### src/hw/rtl/rrle_pkg.sv
// Package for the ring leader election node: item types, codes and helpers.
// No dependencies; every other file refers to it by scoped names.
package rrle_pkg;

  // Ring size limits
  localparam int MAX_NODES = 16;
  localparam int NODE_W    = $clog2(MAX_NODES);
  localparam int COUNT_W   = $clog2(MAX_NODES + 1);

  // Depth of the queue between front and back
  localparam int JOB_DEPTH = 2;
  localparam int JOB_PTR_W = $clog2(JOB_DEPTH);
  localparam int JOB_CNT_W = $clog2(JOB_DEPTH + 1);

  // Input command codes
  localparam logic CMD_START = 1'b0;
  localparam logic CMD_MSG   = 1'b1;

  // Result kind codes
  localparam logic KIND_MSG    = 1'b0;
  localparam logic KIND_LEADER = 1'b1;

  // Configuration register indexes
  localparam logic [1:0] CFG_SELF_ID    = 2'd0;
  localparam logic [1:0] CFG_NODE_COUNT = 2'd1;

  // Reset values of the configuration registers
  localparam logic [NODE_W-1:0]  SELF_ID_RST    = '0;
  localparam logic [COUNT_W-1:0] NODE_COUNT_RST = COUNT_W'(MAX_NODES);
  localparam logic [COUNT_W-1:0] COUNT_MIN      = COUNT_W'(2);
  localparam logic [COUNT_W-1:0] COUNT_MAX      = COUNT_W'(MAX_NODES);

  typedef logic [MAX_NODES-1:0] node_set_t;

  // One input request
  typedef struct packed {
    logic              cmd;
    logic [NODE_W-1:0] msg_origin;
    logic              msg_bit;
    logic              random_bit;
  } in_item_t;

  // One result request
  typedef struct packed {
    logic              out_kind;
    logic [NODE_W-1:0] out_origin;
    logic              out_bit;
    logic              last;
  } out_item_t;

  // Up to two results caused by one input, in order
  typedef struct packed {
    logic      two;
    out_item_t r0;
    out_item_t r1;
  } job_t;

  // Mask of nodes below the effective count
  function automatic node_set_t count_mask(input logic [COUNT_W-1:0] n);
    node_set_t m;
    for (int i = 0; i < MAX_NODES; i++) begin
      m[i] = (COUNT_W'(i) < n);
    end
    return m;
  endfunction

  // Index of the single set bit of a one-hot set
  function automatic logic [NODE_W-1:0] onehot_index(input node_set_t s);
    logic [NODE_W-1:0] idx;
    idx = '0;
    for (int i = 0; i < MAX_NODES; i++) begin
      if (s[i]) begin
        idx = idx | NODE_W'(i);
      end
    end
    return idx;
  endfunction

endpackage

### src/hw/rtl/ring_random_leader_election_node.sv
// Top level of one ring node of a randomized leader election.
// Instantiates rrle_front, rrle_fifo and rrle_back; uses rrle_pkg.
//
// Usage:
//   Input queue: drive in_item and raise push; the request is taken at a
//   clock edge where push is high and full is low. A start request sends
//   this node's bit; a message request is recorded, forwarded unless it is
//   this node's own, and may close the round (leader or fresh bit).
//   Result queue: while empty is low, out_item holds the oldest result;
//   raise pop to take it. The last flag marks the final result of a request.
//   Configuration: cfg_index 0 is self_id, 1 is node_count; cfg_ready is
//   always high, write only while the node is idle.
//   A request's results pass through the job queue, then the result register.
//   Throughput: one request per cycle while full is low, when each yields one
//   result; a request with two results holds the result register for both in
//   turn. The front updates state and hands a job to a two-entry queue.
//   When pop is held low, the queue and result register fill and full rises.
//   Reset (rst_n low, synchronous) clears the heard and candidate sets, the
//   round flag and the queues, makes every node a participant and restores
//   self_id 0 and node_count 16.
module ring_random_leader_election_node (
  input  logic                         clk,
  input  logic                         rst_n,
  input  logic                         push,
  output logic                         full,
  input  rrle_pkg::in_item_t           in_item,
  output logic                         empty,
  input  logic                         pop,
  output rrle_pkg::out_item_t          out_item,
  input  logic                         cfg_valid,
  output logic                         cfg_ready,
  input  logic [1:0]                   cfg_index,
  input  logic [rrle_pkg::COUNT_W-1:0] cfg_data
);

  logic           in_accept;
  logic           job_push, job_pop, job_empty;
  rrle_pkg::job_t job_in, job_out;

  assign cfg_ready = 1'b1;
  assign in_accept = push && !full;

  // Classify requests and update election state
  rrle_front u_front (
    .clk       (clk),
    .rst_n     (rst_n),
    .cfg_we    (cfg_valid && cfg_ready),
    .cfg_index (cfg_index),
    .cfg_data  (cfg_data),
    .in_accept (in_accept),
    .in_item   (in_item),
    .job_push  (job_push),
    .job       (job_in)
  );

  // Decouple front and back
  rrle_fifo u_fifo (
    .clk    (clk),
    .rst_n  (rst_n),
    .wr_en  (job_push),
    .wr_job (job_in),
    .full   (full),
    .rd_en  (job_pop),
    .rd_job (job_out),
    .empty  (job_empty)
  );

  // Deliver results one at a time
  rrle_back u_back (
    .clk       (clk),
    .rst_n     (rst_n),
    .job_empty (job_empty),
    .job       (job_out),
    .job_pop   (job_pop),
    .empty     (empty),
    .pop       (pop),
    .out_item  (out_item)
  );

endmodule

### src/hw/rtl/rrle_front.sv
// Front end of the election node: configuration, election state, classification.
// Turns each accepted request into a job of up to two results; uses rrle_pkg.
module rrle_front (
  input  logic                       clk,
  input  logic                       rst_n,
  input  logic                       cfg_we,
  input  logic [1:0]                 cfg_index,
  input  logic [rrle_pkg::COUNT_W-1:0] cfg_data,
  input  logic                       in_accept,
  input  rrle_pkg::in_item_t         in_item,
  output logic                       job_push,
  output rrle_pkg::job_t             job
);

  logic [rrle_pkg::NODE_W-1:0]  self_id_r, self_id_nxt;
  logic [rrle_pkg::COUNT_W-1:0] node_count_r, node_count_nxt;
  rrle_pkg::node_set_t cand_r, cand_nxt;
  rrle_pkg::node_set_t heard_r, heard_nxt;
  rrle_pkg::node_set_t part_r, part_nxt;
  logic                round_closed_r, round_closed_nxt;

  logic [rrle_pkg::COUNT_W-1:0] n_eff;
  rrle_pkg::node_set_t mask;
  rrle_pkg::node_set_t origin_hot;
  rrle_pkg::node_set_t heard_upd, cand_upd, cands, part_new;
  logic                origin_in, fwd_valid, close, single, self_part;
  logic                cls_valid;
  rrle_pkg::out_item_t fwd_item, cls_item;

  // Clamp the node count and build its mask
  always_comb begin
    n_eff = node_count_r;
    if (node_count_r < rrle_pkg::COUNT_MIN) begin
      n_eff = rrle_pkg::COUNT_MIN;
    end else if (node_count_r > rrle_pkg::COUNT_MAX) begin
      n_eff = rrle_pkg::COUNT_MAX;
    end
    mask = rrle_pkg::count_mask(n_eff);
  end

  // Record the arriving message and test for round close
  always_comb begin
    origin_hot = rrle_pkg::node_set_t'(1) << in_item.msg_origin;
    origin_in  = ({1'b0, in_item.msg_origin} < n_eff);
    heard_upd  = heard_r;
    cand_upd   = cand_r;
    if (origin_in) begin
      heard_upd = heard_r | origin_hot;
      if (in_item.msg_bit) begin
        cand_upd = cand_r | origin_hot;
      end
    end
    fwd_valid = (in_item.msg_origin != self_id_r);
    close     = !round_closed_r && (((part_r & mask) & ~(heard_upd & mask)) == '0);
    cands     = cand_upd & mask;
    single    = (cands != '0) && ((cands & (cands - 1'b1)) == '0);
    part_new  = (cands == '0) ? mask : cands;
    self_part = ({1'b0, self_id_r} < n_eff) && part_new[self_id_r];
  end

  // Build the results of this request
  always_comb begin
    fwd_item.out_kind   = rrle_pkg::KIND_MSG;
    fwd_item.out_origin = in_item.msg_origin;
    fwd_item.out_bit    = in_item.msg_bit;
    fwd_item.last       = 1'b0;
    cls_item.last       = 1'b1;
    if (single) begin
      cls_item.out_kind   = rrle_pkg::KIND_LEADER;
      cls_item.out_origin = rrle_pkg::onehot_index(cands);
      cls_item.out_bit    = 1'b0;
      cls_valid           = close;
    end else begin
      cls_item.out_kind   = rrle_pkg::KIND_MSG;
      cls_item.out_origin = self_id_r;
      cls_item.out_bit    = in_item.random_bit;
      cls_valid           = close && self_part;
    end

    job_push = 1'b0;
    job.two  = 1'b0;
    job.r0   = cls_item;
    job.r1   = cls_item;
    if (in_item.cmd == rrle_pkg::CMD_START) begin
      job.r0.out_kind   = rrle_pkg::KIND_MSG;
      job.r0.out_origin = self_id_r;
      job.r0.out_bit    = in_item.random_bit;
      job.r0.last       = 1'b1;
      job_push          = in_accept;
    end else if (fwd_valid) begin
      job.r0      = fwd_item;
      job.r0.last = !cls_valid;
      job.two     = cls_valid;
      job_push    = in_accept;
    end else begin
      job_push = in_accept && cls_valid;
    end
  end

  // Advance configuration and election state
  always_comb begin
    self_id_nxt      = self_id_r;
    node_count_nxt   = node_count_r;
    cand_nxt         = cand_r;
    heard_nxt        = heard_r;
    part_nxt         = part_r;
    round_closed_nxt = round_closed_r;
    if (cfg_we) begin
      case (cfg_index)
        rrle_pkg::CFG_SELF_ID:    self_id_nxt    = cfg_data[rrle_pkg::NODE_W-1:0];
        rrle_pkg::CFG_NODE_COUNT: node_count_nxt = cfg_data;
        default: ;
      endcase
    end
    if (in_accept && (in_item.cmd == rrle_pkg::CMD_MSG)) begin
      cand_nxt  = cand_upd;
      heard_nxt = heard_upd;
      if (close) begin
        if (single) begin
          round_closed_nxt = 1'b1;
        end else begin
          part_nxt  = part_new;
          cand_nxt  = '0;
          heard_nxt = '0;
        end
      end
    end
  end

  always_ff @(posedge clk) begin
    if (!rst_n) begin
      self_id_r      <= rrle_pkg::SELF_ID_RST;
      node_count_r   <= rrle_pkg::NODE_COUNT_RST;
      cand_r         <= '0;
      heard_r        <= '0;
      part_r         <= rrle_pkg::count_mask(rrle_pkg::NODE_COUNT_RST);
      round_closed_r <= 1'b0;
    end else begin
      self_id_r      <= self_id_nxt;
      node_count_r   <= node_count_nxt;
      cand_r         <= cand_nxt;
      heard_r        <= heard_nxt;
      part_r         <= part_nxt;
      round_closed_r <= round_closed_nxt;
    end
  end

endmodule

### src/hw/rtl/rrle_fifo.sv
// Short job queue between the front and back of the election node.
// Holds whole jobs in a small register array; uses rrle_pkg.
module rrle_fifo (
  input  logic           clk,
  input  logic           rst_n,
  input  logic           wr_en,
  input  rrle_pkg::job_t wr_job,
  output logic           full,
  input  logic           rd_en,
  output rrle_pkg::job_t rd_job,
  output logic           empty
);

  rrle_pkg::job_t mem_r [rrle_pkg::JOB_DEPTH];
  logic [rrle_pkg::JOB_PTR_W-1:0] wr_ptr_r, wr_ptr_nxt;
  logic [rrle_pkg::JOB_PTR_W-1:0] rd_ptr_r, rd_ptr_nxt;
  logic [rrle_pkg::JOB_CNT_W-1:0] count_r, count_nxt;
  logic do_wr, do_rd;

  assign full   = (count_r == rrle_pkg::JOB_CNT_W'(rrle_pkg::JOB_DEPTH));
  assign empty  = (count_r == '0);
  assign rd_job = mem_r[rd_ptr_r];
  assign do_wr  = wr_en && !full;
  assign do_rd  = rd_en && !empty;

  // Advance pointers and fill count
  always_comb begin
    wr_ptr_nxt = do_wr ? wr_ptr_r + 1'b1 : wr_ptr_r;
    rd_ptr_nxt = do_rd ? rd_ptr_r + 1'b1 : rd_ptr_r;
    count_nxt  = count_r;
    if (do_wr && !do_rd) begin
      count_nxt = count_r + 1'b1;
    end else if (do_rd && !do_wr) begin
      count_nxt = count_r - 1'b1;
    end
  end

  always_ff @(posedge clk) begin
    if (!rst_n) begin
      wr_ptr_r <= '0;
      rd_ptr_r <= '0;
      count_r  <= '0;
    end else begin
      wr_ptr_r <= wr_ptr_nxt;
      rd_ptr_r <= rd_ptr_nxt;
      count_r  <= count_nxt;
    end
  end

  // Store the incoming job
  always_ff @(posedge clk) begin
    if (do_wr) begin
      mem_r[wr_ptr_r] <= wr_job;
    end
  end

endmodule

### src/hw/rtl/rrle_back.sv
// Back end of the election node: splits jobs into single results.
// Drives the result register and holds a pending second result; uses rrle_pkg.
module rrle_back (
  input  logic                clk,
  input  logic                rst_n,
  input  logic                job_empty,
  input  rrle_pkg::job_t      job,
  output logic                job_pop,
  output logic                empty,
  input  logic                pop,
  output rrle_pkg::out_item_t out_item
);

  logic                out_valid_r, out_valid_nxt;
  rrle_pkg::out_item_t out_item_r, out_item_nxt;
  logic                second_valid_r, second_valid_nxt;
  rrle_pkg::out_item_t second_r, second_nxt;
  logic                slot_free;

  assign slot_free = !out_valid_r || pop;
  assign empty     = !out_valid_r;
  assign out_item  = out_item_r;

  // Load the result register from the pending second result or the next job
  always_comb begin
    out_valid_nxt    = out_valid_r && !pop;
    out_item_nxt     = out_item_r;
    second_valid_nxt = second_valid_r;
    second_nxt       = second_r;
    job_pop          = 1'b0;
    if (slot_free) begin
      if (second_valid_r) begin
        out_valid_nxt    = 1'b1;
        out_item_nxt     = second_r;
        second_valid_nxt = 1'b0;
      end else if (!job_empty) begin
        out_valid_nxt    = 1'b1;
        out_item_nxt     = job.r0;
        second_valid_nxt = job.two;
        second_nxt       = job.r1;
        job_pop          = 1'b1;
      end
    end
  end

  always_ff @(posedge clk) begin
    if (!rst_n) begin
      out_valid_r    <= 1'b0;
      second_valid_r <= 1'b0;
    end else begin
      out_valid_r    <= out_valid_nxt;
      second_valid_r <= second_valid_nxt;
    end
  end

  always_ff @(posedge clk) begin
    out_item_r <= out_item_nxt;
    second_r   <= second_nxt;
  end

endmodule
### config.mk
export PLATFORM = sky130hd
export DESIGN_NAME = ring_random_leader_election_node
export DESIGN_NICKNAME = d
export VERILOG_FILES = /design/src/hw/rtl/rrle_pkg.sv /design/src/hw/rtl/ring_random_leader_election_node.sv /design/src/hw/rtl/rrle_front.sv /design/src/hw/rtl/rrle_fifo.sv /design/src/hw/rtl/rrle_back.sv
export SDC_FILE = /design/constraint.sdc
export NUM_CORES = 1
export LEC_CHECK = 0
export BUFFER_PORTS_ARGS = -buffer_cell sky130_fd_sc_hd__buf_4
export CAP_MARGIN = 20
export CORE_MARGIN = 2
export CORE_UTILIZATION = 60
export DETAILED_ROUTE_END_ITERATION = 16
export GPL_TIMING_DRIVEN = 0
export HOLD_SLACK_MARGIN = 0.15
export PLACE_DENSITY_LB_ADDON = 0.08
export SLEW_MARGIN = 5
export SYNTH_ARGS = -nofsm -noshare
export SYNTH_HDL_FRONTEND = slang
export SYNTH_SLANG_ARGS = --single-unit
### constraint.sdc
create_clock -name clk -period 4.9 [get_ports clk]
set_input_delay 0.245 -clock clk [delete_from_list [all_inputs] [get_ports clk]]
set_output_delay 0.245 -clock clk [all_outputs]
set_load 0.05 [all_outputs]
==> impl_metrics.yaml, run 1 <==
logic_synthesis:
  synthTopCellsByCount: "a21oi_1 (70), dfxtp_1 (65), nand2_1 (54), nor2_1 (46), edfxtp_1 (41)"
  yosysMostFrequentCell: "a21oi_1"
  yosysTopAreaCell: "dfxtp_1"
  ys_seq_area_share_pct: 42.7
  yosysUniqueCellTypes: 85
  ys_async_sr_fraction_pct: 0
  synth-seq-cells: 106
  avgSynthCellArea_um2: 9.51
  yosys-top-cells-area: "dfxtp_1 (22%), edfxtp_1 (21%), a21oi_1 (5.9%), mux2i_1 (4.9%), nand2_1 (3.4%)"
  yosysWarnings: 0
  synth_edf_count: 41
  netlist_area_mm2: 0.00594
  synth_ff_type: "dfxtp_1"
  yosysTopAreaCellShare_pct: 21.9
  synthCells: 624
  synth_nets: 650
grt:
  grt_pass1_vias: 4814
  antenna_found_initial: 0
  grt_first_pass_wirelength_um: 26200
  grt_usage_pct: 33.3
  overflow: 0
  grt_max_degree: 18
finish:
  area_delta_synth_final_pct: 13.1
  layout.cells.non_filler: 810
  drive_above_1_share_pct: 24.5
  diodes: 0
  finalNetCount: 698
timing:
  setup_viol_count_final: 0
  slew_violations: 0
  fmax_ghz: 0.213
  skew_ns: 0.0121
  timing.hold.ws_ns: 0.178
  slew_headroom_pct: 39.3
  layout_min_cycle_time_ns: 4.70
  fin_tns_setup_ns: 0
  worst_pin_slew_ns: 0.903
  rsz0062_at_grt: "false"
  hold_violations: 0
  post-route-period-util_pct: 95.9
detailed_routing:
  wl_per_cell_um: 20.9
  ant_nets: 0
  vias: 5086
  drt_wl_total_um: 17000
  drc: 0
  dr.first_iter.drc_count: 345
  vias_per_cell: 6.28
  drtPass1Iterations: 4
setup_path:
  crit_start: "u_front.node_count_r[3]"
  r2r_cells: 20
  r2r_setup_slack_ns: 0.20
  r2r_start: "u_front.node_count_r[3]"
  critPathKind: "flip-flop to flip-flop"
  cp.arrival_ns: 5.02
  r2r_end: "u_fifo.count_r[1]"
  worstSetupStartpointType: "flip-flop"
  worstPathRequired_ns: 5.22
  crit_fanout: 10
  cp-endpoint: "u_fifo.count_r[1]"
  cp-end-kind: "flip-flop"
flow_run:
  cap_violations: 0
die:
  die_area_mm2: 0.0107
  die-height_um: 103
  core_area_mm2: 0.00968
  rows: 36
  initial_core_util_pct: 61.3
  io_pins: 29
  fp.dieW_um: 103
clock_network:
  clk_latency_ns: 0.39
  htreeDepth: 3
  cts_buffers: 9
  cts_tree: "done"
  clk_pin_slew_ns: 0.10
  cts_sinks: 106
  cts_root_buf: "clkbuf_8"
  clockBufferDepth: 2
worst_hold_path:
  worst_hold_path_type: "primary input to flip-flop"
power:
  leakage_nw: 2.51
  power.ir.vdd_worst_mv: 0.258
  p_total_mw: 2.37
  power_density_mw_per_mm2: 353
placement:
  dpl.hpwl_um: 12700
  place_inst: 785
  finalWeightedCongestion: 1.02
  port_buffers: 27
outcome:
  status: "completed"
[sequential cells by signal, summed over array words and instances, names as in the netlist, named ones only]
signal	flops
u_fifo.mem_r	28
u_front.cand_r	16
u_front.heard_r	16
u_front.part_r	16
u_back.out_item	7
u_back.second_r	6
u_front.node_count_r	5
u_front.self_id_r	4
u_fifo.count_r	2
u_back.out_valid_r	1
u_back.second_valid_r	1
u_fifo.rd_ptr_r	1
u_fifo.wr_ptr_r	1
u_front.round_closed_r	1
[worst max-delay path, cell delays in order (launching register included)]
cell	delay, ns
dfxtp_1	0.31
buf_2	0.17
or2_4	0.31
nor2_4	0.17
a21oi_2	0.08
ha_1	0.21
a211o_1	0.36
a21boi_4	0.27
a31oi_2	0.21
o211ai_4	0.34
nor3_4	0.09
o311a_1	0.31
a211o_1	0.29
nand4_2	0.12
buf_6	0.17
o21ai_1	0.11
nor2_2	0.15
clkinv_1	0.10
ha_1	0.32
or3_1	0.38
a21oi_1	0.15
[layer usage]
layer / wire length [µm] / track usage (%) / up-vias
met3: 1280 / 4.50 / 54
met2: 8050 / 53.9 / 252
li1: - / - / 2375
met4: 666 / 17.8 / 0
met5: 0 / 0 / -
met1: 6960 / 43.4 / 2405
[worst min-delay path by stage]
stage | end | depth (start not counted) | from | slack (ns)
floorplan | u_front.node_count_r[0] | 2 | cfg_data[0] | 0.39
global placement | u_front.part_r[10] | 2 | u_front.part_r[10] | 0.44
detailed placement | u_front.part_r[10] | 2 | u_front.part_r[10] | 0.45
CTS | u_back.out_valid_r | 4 | pop | 0.17
global route | u_fifo.mem_r[0][0] | 2 | in_item[0] | 0.20
finish | u_back.out_valid_r | 4 | pop | 0.18
[placed cells by master (no fill, tap or decap), drive strengths merged, types with 15 or more instances in the layout]
cell type,synthesis,layout
clkbuf,14,26
a21oi,75,75
o21ai,26,26
edfxtp,41,41
dfxtp,65,65
mux2i,29,29
nor3,15,15
nand2,55,55
inv,16,20
buf,26,57
nor2,77,77
[stage by stage]
| step | instance area [µm²] | setup WS (ns) | util, % |
|---|---|---|---|
| floorplan | 5940 | 0.526 | - |
| global placement | 6310 | -0.753 | 65.1 |
| detailed placement | 6320 | -0.798 | 65.2 |
| CTS | 6690 | 0.0811 | 69.1 |
| global route | 6710 | 0.0109 | 69.3 |
| finish | 6710 | 0.200 | 69.3 |
[cell type report]
class,instances,area [µm²]
Inverter,19,73.8
Tap cell,133,166
Fill cell,774,2970
Sequential cell,106,2530
Multi-Input combinational cell,459,3220
Clock buffer,11,141
Timing Repair Buffer,38,295
Clock inverter,5,36.3
Buffer,39,245
[cell families after synthesis]
| family | Yosys count | share of synthesized area [%] |
|---|---|---|
| compound gates | 184 | 21.0 |
| xor+xnor | 7 | 1.03 |
| fa+ha+maj | 7 | 1.48 |
| buf+inv | 59 | 5.27 |
| flops | 106 | 42.7 |
| mux | 41 | 7.48 |
| other cells | 1 | 0.0632 |
| simple gates | 219 | 21.1 |
[report_power, final]
group / internal [mW] / switching (mW) / leakage (nW) / total [mW]
combinational: 0.260 / 0.482 / 1.51 / 0.742
sequential: 1.07 / 0.0431 / 0.910 / 1.11
clock: 0.203 / 0.310 / 0.0959 / 0.514
[timing repair]
action                                  in CTS  in global routing
resized for setup                           21                  9
buffers inserted                             5                  0
hold endpoints to repair                     8                  0
pin swaps                                    5                  2
hold buffers                                 5                  0
endpoints found under the setup margin      30                 30
Power figures use the tool's default switching activity.
==> run 2, diff against run 1 <==
--- a/config.mk
+++ b/config.mk
@@ -8,11 +8,11 @@
 export BUFFER_PORTS_ARGS = -buffer_cell sky130_fd_sc_hd__buf_4
 export CAP_MARGIN = 20
 export CORE_MARGIN = 2
-export CORE_UTILIZATION = 60
+export CORE_UTILIZATION = 30
 export DETAILED_ROUTE_END_ITERATION = 16
 export GPL_TIMING_DRIVEN = 0
 export HOLD_SLACK_MARGIN = 0.15
-export PLACE_DENSITY_LB_ADDON = 0.08
+export PLACE_DENSITY_LB_ADDON = 0.15
 export SLEW_MARGIN = 5
 export SYNTH_ARGS = -nofsm -noshare
 export SYNTH_HDL_FRONTEND = slang
==> run 2 against run 1 <==
  * Sequential share of layout area fell by 1.8 points
  * Power grew 8.0%
  * Cell count rose by 17%
  * Hold slack improved by 0.025 ns
  * Via count shrank 2.5%
  * Critical path type unchanged
  * Flip-flop and latch count did not move
  * Critical path depth did not move
  * Non-clock buffer count up 9
  * Clock skew about the same
  * Routed wire length increased by 11%
  * Count of clock-buffer cells in the layout down 1
  * Combinational power increased by 0.5%
  * Largest cell class unchanged
==> impl_metrics.yaml, run 2 (synthesis results as in run 1) <==
finish:
  final_cell_mix: "a21oi_1 (69), dfxtp_1 (65), nand2_1 (54)"
  largest_reg_flops: 28
  finalNetCount: 707
  diodes: 0
  fillers: 2048
  area_delta_synth_final_pct: 18.7
  layout.cells.most_common: "a21oi_1"
  drive_above_1_share_pct: 25.5
  regMostFlops: "u_fifo.mem_r"
  finalInstanceArea_mm2: 0.00705
  layout.cells.non_filler: 951
placement:
  place_inst: 919
  port_buffers: 27
  dpl.hpwl_um: 14200
  finalWeightedCongestion: 0.963
  place_area_mm2: 0.00650
timing:
  timing.hold.ws_ns: 0.202
  fmax_ghz: 0.213
  setup_viol_count_final: 0
  skew_ns: 0.0124
  hold_violations: 0
  layout_min_cycle_time_ns: 4.69
  worst_pin_slew_ns: 0.897
  slew_violations: 0
  slew_headroom_pct: 39.7
  post-route-period-util_pct: 95.7
clock_network:
  cts_sinks: 106
  clk_latency_ns: 0.36
  clk_pin_slew_ns: 0.08
  cts_root_buf: "clkbuf_16"
  cts_tree: "done"
  clockBufferDepth: 2
  cts_buffers: 9
  htreeDepth: 3
detailed_routing:
  dr.first_iter.drc_count: 328
  drtPass1Iterations: 5
  vias: 4957
  drc: 0
  vias_per_cell: 5.21
  wl_per_cell_um: 19.8
  drt_wl_total_um: 18800
  ant_nets: 0
outcome:
  status: "completed"
worst_hold_path:
  worst_hold_path_type: "primary input to flip-flop"
die:
  core_area_mm2: 0.0195
  die_area_mm2: 0.0209
  fp.dieW_um: 145
  rows: 51
  initial_core_util_pct: 30.5
  io_pins: 29
  die-height_um: 145
grt:
  grt_first_pass_wirelength_um: 29000
  gr-usage-met3_pct: 3.19
  antenna_found_initial: 0
  grt.met1_usage_pct: 25.1
  grt_max_degree: 20
  top_usage_layer: "met2"
  grt_pass1_vias: 4868
  grt_util_met2_pct: 30.5
  overflow: 0
  grt_usage_pct: 18.7
flow_run:
  cap_violations: 0
power:
  power_density_mw_per_mm2: 363
  leakage_nw: 2.60
  power.ir.vdd_worst_mv: 0.173
setup_path:
  crit_top_cell: "ha_1"
  slowest_stage: "or3b_1"
  worstPathCellList: "buf_2 -> or2_4 -> nor2_4 -> a21oi_2 -> ha_1 -> a211oi_2 -> nor2_1 -> nor3_4 -> a2111oi_0 -> o21a_1 -> nor4_1 -> nand4_1 -> buf_4 -> or3b_1 -> a311oi_2 -> nor2_2 -> clkinv_1 -> ha_1 -> or3_1 -> a21oi_1"
  cp.arrival_ns: 4.98
  critPathKind: "flip-flop to flip-flop"
  cp_slowest_stage_delay_ns: 0.38
  worstSetupStartpointType: "flip-flop"
  cp-end-kind: "flip-flop"
  crit_fanout: 8
  worstPathRequired_ns: 5.19
## run 2: cell count changes in the layout (fill, tap and decap cells not counted), moves of 2 or more
cell | previous run | this run
clkbuf_4 | 2 | 0
buf_4 | 36 | 46
nor2_4 | 3 | 1
clkbuf_16 | 0 | 9
nor2_2 | 32 | 34
clkinv_4 | 0 | 3
clkbuf_8 | 10 | 0
## run 2: worst paths after layout
check	endpoint	cells after the start	from	slack, ns
worst max-delay path	u_fifo.count_r[1]	20	u_front.node_count_r[3]	0.21
worst min-delay path	u_back.out_valid_r	4	pop	0.20
worst max register to register	u_fifo.count_r[1]	20	u_front.node_count_r[3]	0.21
worst min register to register	u_front.heard_r[14]	2	u_front.heard_r[14]	0.47
## run 2: power breakdown
group          switching [mW]  internal, mW  leakage (nW)
logic                   0.480         0.266          1.55
registers              0.0419          1.07         0.910
clock network           0.349         0.353         0.139
total                   0.871          1.69          2.60
## run 2: layout make-up
class | instances | area (µm²) | area share (%)
multi-input combinational | 459 | 3220 | 45.6
tap | 265 | 332 | 4.71
sequential | 106 | 2530 | 35.9
clock buffer | 10 | 229 | 3.25
timing repair buffer | 47 | 363 | 5.15
inverter | 19 | 73.8 | 1.05
buffer | 39 | 249 | 3.53
clock inverter | 6 | 51.3 | 0.728
## run 2: through the flow
step	util (%)	worst slack, ns	setup TNS, ns	total power, mW
4_1_cts	35.7	0.00961	0	2.58
3_3_place_gp	33.2	-0.875	-24.90	1.85
6_report	36.2	0.209	0	2.56
2_1_floorplan	-	0.526	0	1.65
3_5_place_dp	33.4	-0.441	-10.72	1.86
5_1_grt	36.2	-0.00365	-0.00365	2.70
## run 2: metal layers
layer / share of wire [%] / vias up
li1: - / 2403
met2: 47 / 145
met5: 0 / -
met3: 4.8 / 23
met1: 46 / 2386
met4: 2.1 / 0
## run 2: timing repair
| action | in CTS | in global routing |
|---|---|---|
| pin swaps | 3 | 11 |
| hold buffers | 5 | 0 |
| setup endpoints to repair | 30 | 22 |
| resized for setup | 18 | 13 |
| hold endpoints to repair | 9 | 0 |
| buffers inserted | 4 | 8 |
## run 2: critical path, delay by kind of cell (launching register included)
family          cells  cell delay, ns
flops               1            0.30
simple gates        9            2.27
fa+ha+maj           2            0.48
buf+inv             3            0.42
compound gates      6            1.14
